## config.mk

```make
export PLATFORM = sky130hd
export DESIGN_NAME = ascii_integer_parser
export DESIGN_NICKNAME = d
export VERILOG_FILES = /design/src/rtl/core/aip_pkg.sv /design/src/rtl/core/aip_fifo.sv /design/src/rtl/core/aip_front.sv /design/src/rtl/core/aip_back.sv /design/src/rtl/core/ascii_integer_parser.sv
export SDC_FILE = /design/constraint.sdc
export NUM_CORES = 2
export LEC_CHECK = 0
export ABC_AREA = 1
export BUFFER_PORTS_ARGS = -buffer_cell sky130_fd_sc_hd__buf_2
export CAP_MARGIN = 5
export CORE_AREA = 2 2 272 274
export CTS_BUF_LIST = sky130_fd_sc_hd__clkbuf_4 sky130_fd_sc_hd__clkbuf_8 sky130_fd_sc_hd__clkbuf_16
export CTS_CLUSTER_SIZE = 28
export DETAILED_ROUTE_END_ITERATION = 16
export DIE_AREA = 0 0 274 276
export GPL_TIMING_DRIVEN = 1
export SYNTH_ARGS = -nofsm -noshare
export SYNTH_HDL_FRONTEND = slang
export SYNTH_SLANG_ARGS = --single-unit
export TNS_END_PERCENT = 1
```

## constraint.sdc

```tcl
create_clock -name clk -period 7.4 [get_ports clk]
set_input_delay 0 -clock clk [delete_from_list [all_inputs] [get_ports clk]]
set_output_delay 0 -clock clk [all_outputs]
set_load 0.02 [all_outputs]
```

## src/rtl/core/aip_pkg.sv

```systemverilog
// Shared types and constants for the ASCII integer parser.
package aip_pkg;

	localparam int VALUE_BITS     = 64;
	localparam int OFFSET_BITS    = 16;
	localparam int BASE_BITS      = 6;
	localparam int DIGIT_BITS     = 6;
	localparam int CFG_INDEX_BITS = 8;
	localparam int CFG_DATA_BITS  = 8;

	// offset counter holds one beyond the output maximum
	localparam logic [OFFSET_BITS:0] OFF_CAP = (OFFSET_BITS + 1)'(1) << OFFSET_BITS;
	localparam logic [OFFSET_BITS:0] OFF_MAX = OFF_CAP - (OFFSET_BITS + 1)'(1);

	localparam logic [BASE_BITS-1:0] BASE_AUTO  = 6'd0;
	localparam logic [BASE_BITS-1:0] BASE_MIN   = 6'd2;
	localparam logic [BASE_BITS-1:0] BASE_MAX   = 6'd36;
	localparam logic [BASE_BITS-1:0] BASE_OCT   = 6'd8;
	localparam logic [BASE_BITS-1:0] BASE_DEC   = 6'd10;
	localparam logic [BASE_BITS-1:0] BASE_HEX   = 6'd16;

	localparam logic [7:0] CH_TAB    = 8'h09;
	localparam logic [7:0] CH_CR     = 8'h0D;
	localparam logic [7:0] CH_SPACE  = 8'h20;
	localparam logic [7:0] CH_PLUS   = 8'h2B;
	localparam logic [7:0] CH_MINUS  = 8'h2D;
	localparam logic [7:0] CH_ZERO   = 8'h30;
	localparam logic [7:0] CH_NINE   = 8'h39;
	localparam logic [7:0] CH_UPPER_A = 8'h41;
	localparam logic [7:0] CH_UPPER_Z = 8'h5A;
	localparam logic [7:0] CH_UPPER_X = 8'h58;
	localparam logic [7:0] CH_LOWER_A = 8'h61;
	localparam logic [7:0] CH_LOWER_Z = 8'h7A;
	localparam logic [7:0] CH_LOWER_X = 8'h78;

	// configuration register indexes
	localparam logic [CFG_INDEX_BITS-1:0] REG_BASE_SELECT = 8'd0;
	localparam logic [CFG_INDEX_BITS-1:0] REG_SIGNED_MODE = 8'd1;

	typedef enum logic [2:0] {
		PH_DONE,
		PH_SPACE,
		PH_FIRST,
		PH_ZERO,
		PH_HEXFIRST,
		PH_DIGITS
	} phase_t;

	typedef struct packed {
		logic [7:0] char_byte;
		logic       string_start;
	} char_item_t;

	typedef struct packed {
		logic [VALUE_BITS-1:0]  value_bits;
		logic [OFFSET_BITS-1:0] end_offset;
	} result_item_t;

	// classified character, front to back
	typedef struct packed {
		logic                  string_start;
		logic                  is_space;
		logic                  is_plus;
		logic                  is_minus;
		logic                  is_zero;
		logic                  is_x;
		logic                  is_digit;
		logic [DIGIT_BITS-1:0] digit;
	} cls_item_t;

	typedef struct packed {
		logic [BASE_BITS-1:0] base_select;
		logic                 signed_mode;
	} cfg_t;

endpackage

```

## src/rtl/core/aip_fifo.sv

```systemverilog
// Small first-in first-out queue with count-based full and empty.
module aip_fifo #(
	parameter int WIDTH = 8,
	parameter int DEPTH = 4
) (
	input  logic             clk,
	input  logic             arst_n,
	input  logic             push,
	input  logic [WIDTH-1:0] wr_data,
	output logic             full,
	input  logic             pop,
	output logic [WIDTH-1:0] rd_data,
	output logic             empty
);

	localparam int PTR_BITS = (DEPTH > 1) ? $clog2(DEPTH) : 1;
	localparam int CNT_BITS = $clog2(DEPTH + 1);

	logic [WIDTH-1:0]    store_q [DEPTH];
	logic [PTR_BITS-1:0] wr_ptr_q;
	logic [PTR_BITS-1:0] rd_ptr_q;
	logic [CNT_BITS-1:0] count_q;
	logic                do_push;
	logic                do_pop;

	assign full    = (count_q == CNT_BITS'(DEPTH));
	assign empty   = (count_q == '0);
	assign do_push = push && !full;
	assign do_pop  = pop && !empty;
	assign rd_data = store_q[rd_ptr_q];

	function automatic logic [PTR_BITS-1:0] next_ptr(input logic [PTR_BITS-1:0] p);
		return (p == PTR_BITS'(DEPTH - 1)) ? '0 : p + PTR_BITS'(1);
	endfunction

	always_ff @(posedge clk) begin
		if (do_push) begin
			store_q[wr_ptr_q] <= wr_data;
		end
	end

	always_ff @(posedge clk or negedge arst_n) begin
		if (!arst_n) begin
			wr_ptr_q <= '0;
			rd_ptr_q <= '0;
			count_q  <= '0;
		end else begin
			if (do_push) begin
				wr_ptr_q <= next_ptr(wr_ptr_q);
			end
			if (do_pop) begin
				rd_ptr_q <= next_ptr(rd_ptr_q);
			end
			if (do_push && !do_pop) begin
				count_q <= count_q + CNT_BITS'(1);
			end else if (do_pop && !do_push) begin
				count_q <= count_q - CNT_BITS'(1);
			end
		end
	end

endmodule

```

## src/rtl/core/aip_front.sv

```systemverilog
// Front end: classifies each character and queues it for the parser.
module aip_front import aip_pkg::*; #(
	parameter int QUEUE_DEPTH = 4
) (
	input  logic       clk,
	input  logic       arst_n,
	input  char_item_t char_item,
	input  logic       push,
	output logic       full,
	output cls_item_t  cls_item,
	output logic       cls_empty,
	input  logic       cls_pop
);

	cls_item_t  cls_d;
	logic [7:0] c;
	logic [$bits(cls_item_t)-1:0] rd_bits;

	assign c = char_item.char_byte;

	always_comb begin
		cls_d              = '0;
		cls_d.string_start = char_item.string_start;
		cls_d.is_space     = (c == CH_SPACE) || (c >= CH_TAB && c <= CH_CR);
		cls_d.is_plus      = (c == CH_PLUS);
		cls_d.is_minus     = (c == CH_MINUS);
		cls_d.is_zero      = (c == CH_ZERO);
		cls_d.is_x         = (c == CH_LOWER_X) || (c == CH_UPPER_X);
		if (c >= CH_ZERO && c <= CH_NINE) begin
			cls_d.is_digit = 1'b1;
			cls_d.digit    = DIGIT_BITS'(c - CH_ZERO);
		end else if (c >= CH_LOWER_A && c <= CH_LOWER_Z) begin
			cls_d.is_digit = 1'b1;
			cls_d.digit    = DIGIT_BITS'(c - CH_LOWER_A + 8'd10);
		end else if (c >= CH_UPPER_A && c <= CH_UPPER_Z) begin
			cls_d.is_digit = 1'b1;
			cls_d.digit    = DIGIT_BITS'(c - CH_UPPER_A + 8'd10);
		end
	end

	aip_fifo #(
		.WIDTH($bits(cls_item_t)),
		.DEPTH(QUEUE_DEPTH)
	) u_cls_queue (
		.clk    (clk),
		.arst_n (arst_n),
		.push   (push),
		.wr_data(cls_d),
		.full   (full),
		.pop    (cls_pop),
		.rd_data(rd_bits),
		.empty  (cls_empty)
	);

	assign cls_item = cls_item_t'(rd_bits);

endmodule

```

## src/rtl/core/aip_back.sv

```systemverilog
// Back end: parse state machine, accumulator and result queue.
module aip_back import aip_pkg::*; #(
	parameter int RESULT_DEPTH = 2
) (
	input  logic         clk,
	input  logic         arst_n,
	input  cfg_t         cfg,
	input  cls_item_t    cls_item,
	input  logic         cls_empty,
	output logic         cls_pop,
	output result_item_t result_item,
	output logic         empty,
	input  logic         pop
);

	phase_t                 phase_q, phase_d;
	logic [VALUE_BITS-1:0]  acc_q, acc_d;
	logic                   neg_q, neg_d;
	logic [BASE_BITS-1:0]   base_q, base_d;
	logic [OFFSET_BITS:0]   off_q, off_d;
	logic                   handled;
	logic                   emit;
	result_item_t           res_d;
	logic                   res_full;
	logic                   go;
	logic [$bits(result_item_t)-1:0] res_bits;

	function automatic logic digit_ok(input cls_item_t it, input logic [BASE_BITS-1:0] b);
		return it.is_digit && b >= BASE_MIN && b <= BASE_MAX && it.digit < b;
	endfunction

	function automatic logic [OFFSET_BITS:0] bump(input logic [OFFSET_BITS:0] o);
		return (o < OFF_CAP) ? o + (OFFSET_BITS + 1)'(1) : o;
	endfunction

	function automatic logic [OFFSET_BITS-1:0] clamp(input logic [OFFSET_BITS:0] o);
		return (o > OFF_MAX) ? OFF_MAX[OFFSET_BITS-1:0] : o[OFFSET_BITS-1:0];
	endfunction

	assign go      = !cls_empty && !res_full;
	assign cls_pop = go;

	always_comb begin
		phase_d = phase_q;
		acc_d   = acc_q;
		neg_d   = neg_q;
		base_d  = base_q;
		off_d   = off_q;
		handled = 1'b0;
		emit    = 1'b0;
		res_d   = '0;

		if (cls_item.string_start) begin
			phase_d = PH_SPACE;
			acc_d   = '0;
			neg_d   = 1'b0;
			off_d   = '0;
			base_d  = cfg.base_select;
		end

		// leading whitespace and optional sign
		if (phase_d == PH_SPACE) begin
			if (cls_item.is_space) begin
				off_d   = bump(off_d);
				handled = 1'b1;
			end else if (cls_item.is_plus) begin
				off_d   = bump(off_d);
				phase_d = PH_FIRST;
				handled = 1'b1;
			end else if (cls_item.is_minus && cfg.signed_mode) begin
				neg_d   = 1'b1;
				off_d   = bump(off_d);
				phase_d = PH_FIRST;
				handled = 1'b1;
			end else begin
				phase_d = PH_FIRST;
			end
		end

		// first significant character: base is read from base_select here
		if (!handled && phase_d == PH_FIRST) begin
			base_d  = cfg.base_select;
			handled = 1'b1;
			if ((base_d == BASE_AUTO || base_d == BASE_HEX) && cls_item.is_zero) begin
				acc_d   = '0;
				off_d   = bump(off_d);
				phase_d = PH_ZERO;
			end else begin
				if (base_d == BASE_AUTO) begin
					base_d = BASE_DEC;
				end
				if (digit_ok(cls_item, base_d)) begin
					acc_d   = VALUE_BITS'(cls_item.digit);
					off_d   = bump(off_d);
					phase_d = PH_DIGITS;
				end else begin
					emit    = 1'b1;
					phase_d = PH_DONE;
				end
			end
		end

		// after a leading zero: hex prefix, or octal default in auto mode
		if (!handled && phase_d == PH_ZERO) begin
			if (cls_item.is_x) begin
				base_d  = BASE_HEX;
				off_d   = bump(off_d);
				phase_d = PH_HEXFIRST;
				handled = 1'b1;
			end else begin
				if (base_d == BASE_AUTO) begin
					base_d = BASE_OCT;
				end
				phase_d = PH_DIGITS;
			end
		end

		// "0x" with no hex digit after it converts only the zero
		if (!handled && phase_d == PH_HEXFIRST) begin
			handled = 1'b1;
			if (digit_ok(cls_item, base_d)) begin
				acc_d   = VALUE_BITS'(cls_item.digit);
				off_d   = bump(off_d);
				phase_d = PH_DIGITS;
			end else begin
				emit             = 1'b1;
				res_d.end_offset = clamp(off_d - (OFFSET_BITS + 1)'(1));
				phase_d          = PH_DONE;
			end
		end

		if (!handled && phase_d == PH_DIGITS) begin
			if (digit_ok(cls_item, base_d)) begin
				acc_d = acc_q * VALUE_BITS'(base_d) + VALUE_BITS'(cls_item.digit);
				off_d = bump(off_d);
			end else begin
				emit             = 1'b1;
				res_d.value_bits = neg_d ? (VALUE_BITS'(0) - acc_d) : acc_d;
				res_d.end_offset = clamp(off_d);
				phase_d          = PH_DONE;
			end
		end
	end

	always_ff @(posedge clk or negedge arst_n) begin
		if (!arst_n) begin
			phase_q <= PH_DONE;
			acc_q   <= '0;
			neg_q   <= 1'b0;
			base_q  <= BASE_DEC;
			off_q   <= '0;
		end else if (go) begin
			phase_q <= phase_d;
			acc_q   <= acc_d;
			neg_q   <= neg_d;
			base_q  <= base_d;
			off_q   <= off_d;
		end
	end

	aip_fifo #(
		.WIDTH($bits(result_item_t)),
		.DEPTH(RESULT_DEPTH)
	) u_res_queue (
		.clk    (clk),
		.arst_n (arst_n),
		.push   (go && emit),
		.wr_data(res_d),
		.full   (res_full),
		.pop    (pop),
		.rd_data(res_bits),
		.empty  (empty)
	);

	assign result_item = result_item_t'(res_bits);

endmodule

```

## src/rtl/core/ascii_integer_parser.sv

```systemverilog
// Top level of the streaming ASCII-to-integer parser.
//
// Usage: characters enter one per transaction on the input queue port
// (push/full, payload char_item). Set string_start on the first character
// of each string. Whitespace and one sign (minus in signed mode only) are
// skipped, the radix comes from base_select (0 takes it from a "0", "0x" or
// "0X" prefix) and digits are accumulated modulo 2^64. The first character
// that is not a digit of the radix, NUL included, yields one result
// transaction (value_bits and end_offset) on the output queue port
// (empty/pop); later characters are dropped until the next string_start.
// Throughput: one character per cycle while the result queue is not full,
// set by the single multiply-add of the accumulator (64 bits by a 6-bit
// radix) in the parser stage. Path to the output: the classify queue
// registers each character and the parser, working on the queue head,
// writes the result into the result queue once that queue has room.
// A stalled receiver fills the two-entry result queue and then the
// four-entry classify queue, after which full rises; nothing is dropped.
// Configuration: cfg_valid/cfg_ready always ready; index 0 is base_select,
// index 1 is signed_mode, others are ignored. Write only while idle.
// Reset: asynchronous arst_n; base_select 10, signed_mode 1, parser waits
// for a string start, both queues empty.
module ascii_integer_parser import aip_pkg::*; #(
	parameter int CLS_DEPTH = 4,
	parameter int RES_DEPTH = 2
) (
	input  logic                      clk,
	input  logic                      arst_n,
	input  char_item_t                char_item,
	input  logic                      push,
	output logic                      full,
	output result_item_t              result_item,
	output logic                      empty,
	input  logic                      pop,
	input  logic                      cfg_valid,
	output logic                      cfg_ready,
	input  logic [CFG_INDEX_BITS-1:0] cfg_index,
	input  logic [CFG_DATA_BITS-1:0]  cfg_data
);

	cfg_t      cfg_q;
	cls_item_t cls_item;
	logic      cls_empty;
	logic      cls_pop;

	// register file takes a write every cycle
	assign cfg_ready = 1'b1;

	always_ff @(posedge clk or negedge arst_n) begin
		if (!arst_n) begin
			cfg_q.base_select <= BASE_DEC;
			cfg_q.signed_mode <= 1'b1;
		end else if (cfg_valid && cfg_ready) begin
			case (cfg_index)
				REG_BASE_SELECT: begin
					cfg_q.base_select <= cfg_data[BASE_BITS-1:0];
				end
				REG_SIGNED_MODE: begin
					cfg_q.signed_mode <= cfg_data[0];
				end
				default: begin
				end
			endcase
		end
	end

	// classify and queue
	aip_front #(
		.QUEUE_DEPTH(CLS_DEPTH)
	) u_front (
		.clk      (clk),
		.arst_n   (arst_n),
		.char_item(char_item),
		.push     (push),
		.full     (full),
		.cls_item (cls_item),
		.cls_empty(cls_empty),
		.cls_pop  (cls_pop)
	);

	// parse, accumulate, queue results
	aip_back #(
		.RESULT_DEPTH(RES_DEPTH)
	) u_back (
		.clk        (clk),
		.arst_n     (arst_n),
		.cfg        (cfg_q),
		.cls_item   (cls_item),
		.cls_empty  (cls_empty),
		.cls_pop    (cls_pop),
		.result_item(result_item),
		.empty      (empty),
		.pop        (pop)
	);

endmodule

```

==> results.json <==
{
  "status": "finished, final reports clean",
  "worstSetupEndpointType": "register",
  "post-dp-hpwl_mm": 77.2,
  "arrival_ns": 7.48,
  "core_mm2": 0.0726,
  "setup_tns_ns": 0,
  "synth_largest_area_cell": "edfxtp_1",
  "io_buffers": 109,
  "first_pass_iters": 5,
  "routed-wl-met3_mm": 4.64,
  "fp.dieH_um": 276,
  "yosysUniqueCellTypes": 72,
  "path_max_fanout": 13,
  "drive_gt1_share_pct": 13.2,
  "rows": 99,
  "tightestPinTransition_ns": 1.08,
  "layout_commonest_cell": "nand2_1",
  "synth_ff_type": "edfxtp_1",
  "vias": 29300,
  "finalHoldViolations": 0,
  "route.met2.wl_mm": 47.1,
  "routed.top_layer": "met4",
  "rsz0062_at_grt": "yes",
  "ys_seq_area_share_pct": 28.1,
  "cts_sinks": 321,
  "leakagePower_nw": 18.4,
  "hp-class": "in2reg",
  "power_density_mw_per_mm2": 387,
  "insertedDiodeCount": 0,
  "synthesis.area_mm2": 0.0324,
  "grt_max_degree": 90,
  "crit_buf_inv": 14,
  "worstSkewPairLatency_ns": 0.58,
  "synth_area_leaders": "edfxtp_1, nand2_1, fa_1, dfrtp_1, inv_1",
  "crit_family": "adder cells",
  "place_ws_ns": -0.348,
  "maxCapViolCount": 0,
  "finalWorstSetupSlack_ns": 0.346,
  "cts_tree": "done",
  "maxSlewHeadroom_pct": 28.3,
  "fmax_mhz": 142,
  "clk_pin_slew_ns": 0.06,
  "synth_top_cell_area_share_pct": 19.7,
  "initial_core_util_pct": 44.6,
  "gp_congestion": 0.962,
  "cp.required_ns": 7.83,
  "synthCells": 4368,
  "synth_enable_flop_cells": 212,
  "postSynthAreaPerCell_um2": 7.41,
  "finalSetupViolations": 0,
  "grt_pass1_vias": 28300,
  "grt_usage_pct": 26.0,
  "path_class": "reg2reg",
  "ant_nets": 0,
  "syn2layout_area_growth_pct": 13.8,
  "overflow": 0,
  "dieArea_mm2": 0.0756,
  "post-route-util_pct": 50.8,
  "grt_pass1_wl_mm": 157,
  "drt-met1-wl_mm": 43.0,
  "cts_buffers": 39,
  "cts_max_level": 2,
  "min_period_ns": 7.05,
  "die_x_um": 274,
  "root_buffer": "clkbuf_16",
  "start_kind": "register",
  "synth_seq_cells": 321,
  "via_per_inst": 5.28,
  "post-route-period-util_pct": 95.3,
  "layout_common_cells": "nand2_1, inv_1, nor2_1",
  "cp_slowest_cell": "fa_1",
  "drv_slew": 0,
  "yosys_warnings": 0,
  "nFillCells": 7297,
  "io_pins": 113,
  "wl_mm": 98.8,
  "drt_iter0_drc": 2187,
  "irDropWorstVdd_v": 0.000345,
  "fin_nets": 5001,
  "async_flop_share_pct": 34.0,
  "clock_skew_ns": 0.0398,
  "wire_per_inst_um": 17.8,
  "synthesis.nets": 4802,
  "drc": 0,
  "cpPeakStageDelay_ns": 0.51,
  "ctsLongestPathBuffers": 3,
  "antenna_found_initial": 1
}
[power by group]
group	switching (W)	leakage, nW	internal (W)
Clock	0.000802	0.655	0.00114
Combinational	0.00643	14.3	0.00293
Sequential	0.000374	3.43	0.00258
[synth_stat cells (5+ instances only)]
| master | instances |
|---|---|
| a21boi_0 | 9 |
| a21oi_1 | 190 |
| a31oi_1 | 26 |
| and2_1 | 5 |
| buf_1 | 27 |
| buf_2 | 8 |
| buf_4 | 9 |
| buf_6 | 8 |
| clkbuf_1 | 92 |
| clkinv_1 | 11 |
| dfrtp_1 | 104 |
| dfstp_2 | 5 |
| edfxtp_1 | 212 |
| fa_1 | 241 |
| ha_1 | 163 |
| inv_1 | 611 |
| inv_2 | 43 |
| mux2_2 | 6 |
| nand2_1 | 1317 |
| nand2_2 | 23 |
| nand2_4 | 12 |
| nand3_1 | 206 |
| nand3_2 | 12 |
| nand3_4 | 6 |
| nand3b_1 | 8 |
| nand4_1 | 55 |
| nor2_1 | 406 |
| nor2_2 | 27 |
| nor2_4 | 16 |
| nor3_1 | 39 |
| nor3_2 | 5 |
| o211ai_1 | 21 |
| o21a_1 | 10 |
| o21ai_0 | 243 |
| o21ai_1 | 27 |
| o21ai_2 | 5 |
| o21bai_1 | 7 |
| o221ai_1 | 5 |
| o22ai_1 | 21 |
| o31ai_1 | 5 |
| xnor2_1 | 30 |
| xor2_1 | 44 |
[cell families after synthesis]
group           synth area share (%)
fa+ha+maj                       21.2
xor+xnor                        2.17
buf+inv                         9.89
mux                            0.209
compound gates                  10.2
flops                           28.1
simple gates                    28.2
other cells                   0.0116
[layer usage]
layer,track usage (%),vias to the layer above
li1,-,14300
met1,34.9,14100
met2,43.6,750
met3,2.46,167
met4,9.42,0
met5,0,-
[through the flow]
step	total power, W	cells	cell area [um^2]	hold WS (ns)
2_1_floorplan	0.00897	4368	32400	-0.296
3_3_place_gp	0.0118	5448	34800	0.176
3_5_place_dp	0.0119	5448	34800	0.178
4_1_cts	0.0139	5540	36300	0.0196
5_1_grt	0.0154	5557	36900	0.0500
6_report	0.0143	5557	36900	0.0112
[worst register-to-register path: cells and delay by family, from the launching register on]
family | cells | cell delay (ns)
adder cells (fa/ha/maj) | 5 | 2.15
buffers and inverters | 14 | 1.61
AO/OA/AOI/OAI | 10 | 1.53
AND/OR/NAND/NOR | 13 | 1.07
flip-flops | 1 | 0.41
XOR/XNOR | 1 | 0.13
[layout make-up]
type | instances | area [um^2] | area share, %
tap | 959 | 1200 | 3.25
clock buffer | 53 | 1120 | 3.04
sequential | 321 | 9100 | 24.7
clock inverter | 19 | 170 | 0.462
timing repair buffer | 304 | 2210 | 6.01
inverter | 669 | 2520 | 6.84
multi-input combinational | 3232 | 20500 | 55.7
[path summary, 6_finish.rpt]
| check | from | end | slack [ns] | cells past startpoint |
|---|---|---|---|---|
| hold / removal | char_item[1] | u_front.u_cls_queue.store_q[3][8]$_DFFE_PP_ | 0.01 | 4 |
| setup / recovery | u_front.u_cls_queue.rd_ptr_q[0]$_DFFE_PN0P_ | u_back.acc_q[52]$_DFFE_PN0P_ | 0.35 | 43 |
| max in group asynchronous | arst_n | u_back.acc_q[1]$_DFFE_PN0P_ | 6.04 | 3 |
| hold reg to reg | u_back.off_q[9]$_DFFE_PN0P_ | u_back.off_q[9]$_DFFE_PN0P_ | 0.50 | 2 |
| min in group asynchronous | arst_n | u_back.u_res_queue.count_q[0]$_DFFE_PN0P_ | 0.16 | 2 |
| setup reg to reg | u_front.u_cls_queue.rd_ptr_q[0]$_DFFE_PN0P_ | u_back.acc_q[52]$_DFFE_PN0P_ | 0.35 | 43 |
[state kept, by name (all words and copies together), names as in the netlist]
| register | cells |
|---|---|
| cfg_q | 7 |
| u_back.acc_q | 64 |
| u_back.base_q | 6 |
| u_back.neg_q | 1 |
| u_back.off_q | 17 |
| u_back.phase_q | 3 |
| u_back.u_res_queue.count_q | 2 |
| u_back.u_res_queue.rd_ptr_q | 1 |
| u_back.u_res_queue.store_q | 160 |
| u_back.u_res_queue.wr_ptr_q | 1 |
| u_front.u_cls_queue.count_q | 3 |
| u_front.u_cls_queue.rd_ptr_q | 2 |
| u_front.u_cls_queue.store_q | 52 |
| u_front.u_cls_queue.wr_ptr_q | 2 |
[what timing repair did]
item                       4_1_cts  5_1_grt
pin swaps                        2       43
gates resized for setup         13      122
cloned                           0        3
hold endpoints to repair       104        0
hold buffers                    19        0
setup endpoints to repair       27       42
setup buffers                    1       14
No activity file was read; power rests on OpenSTA's default activity.
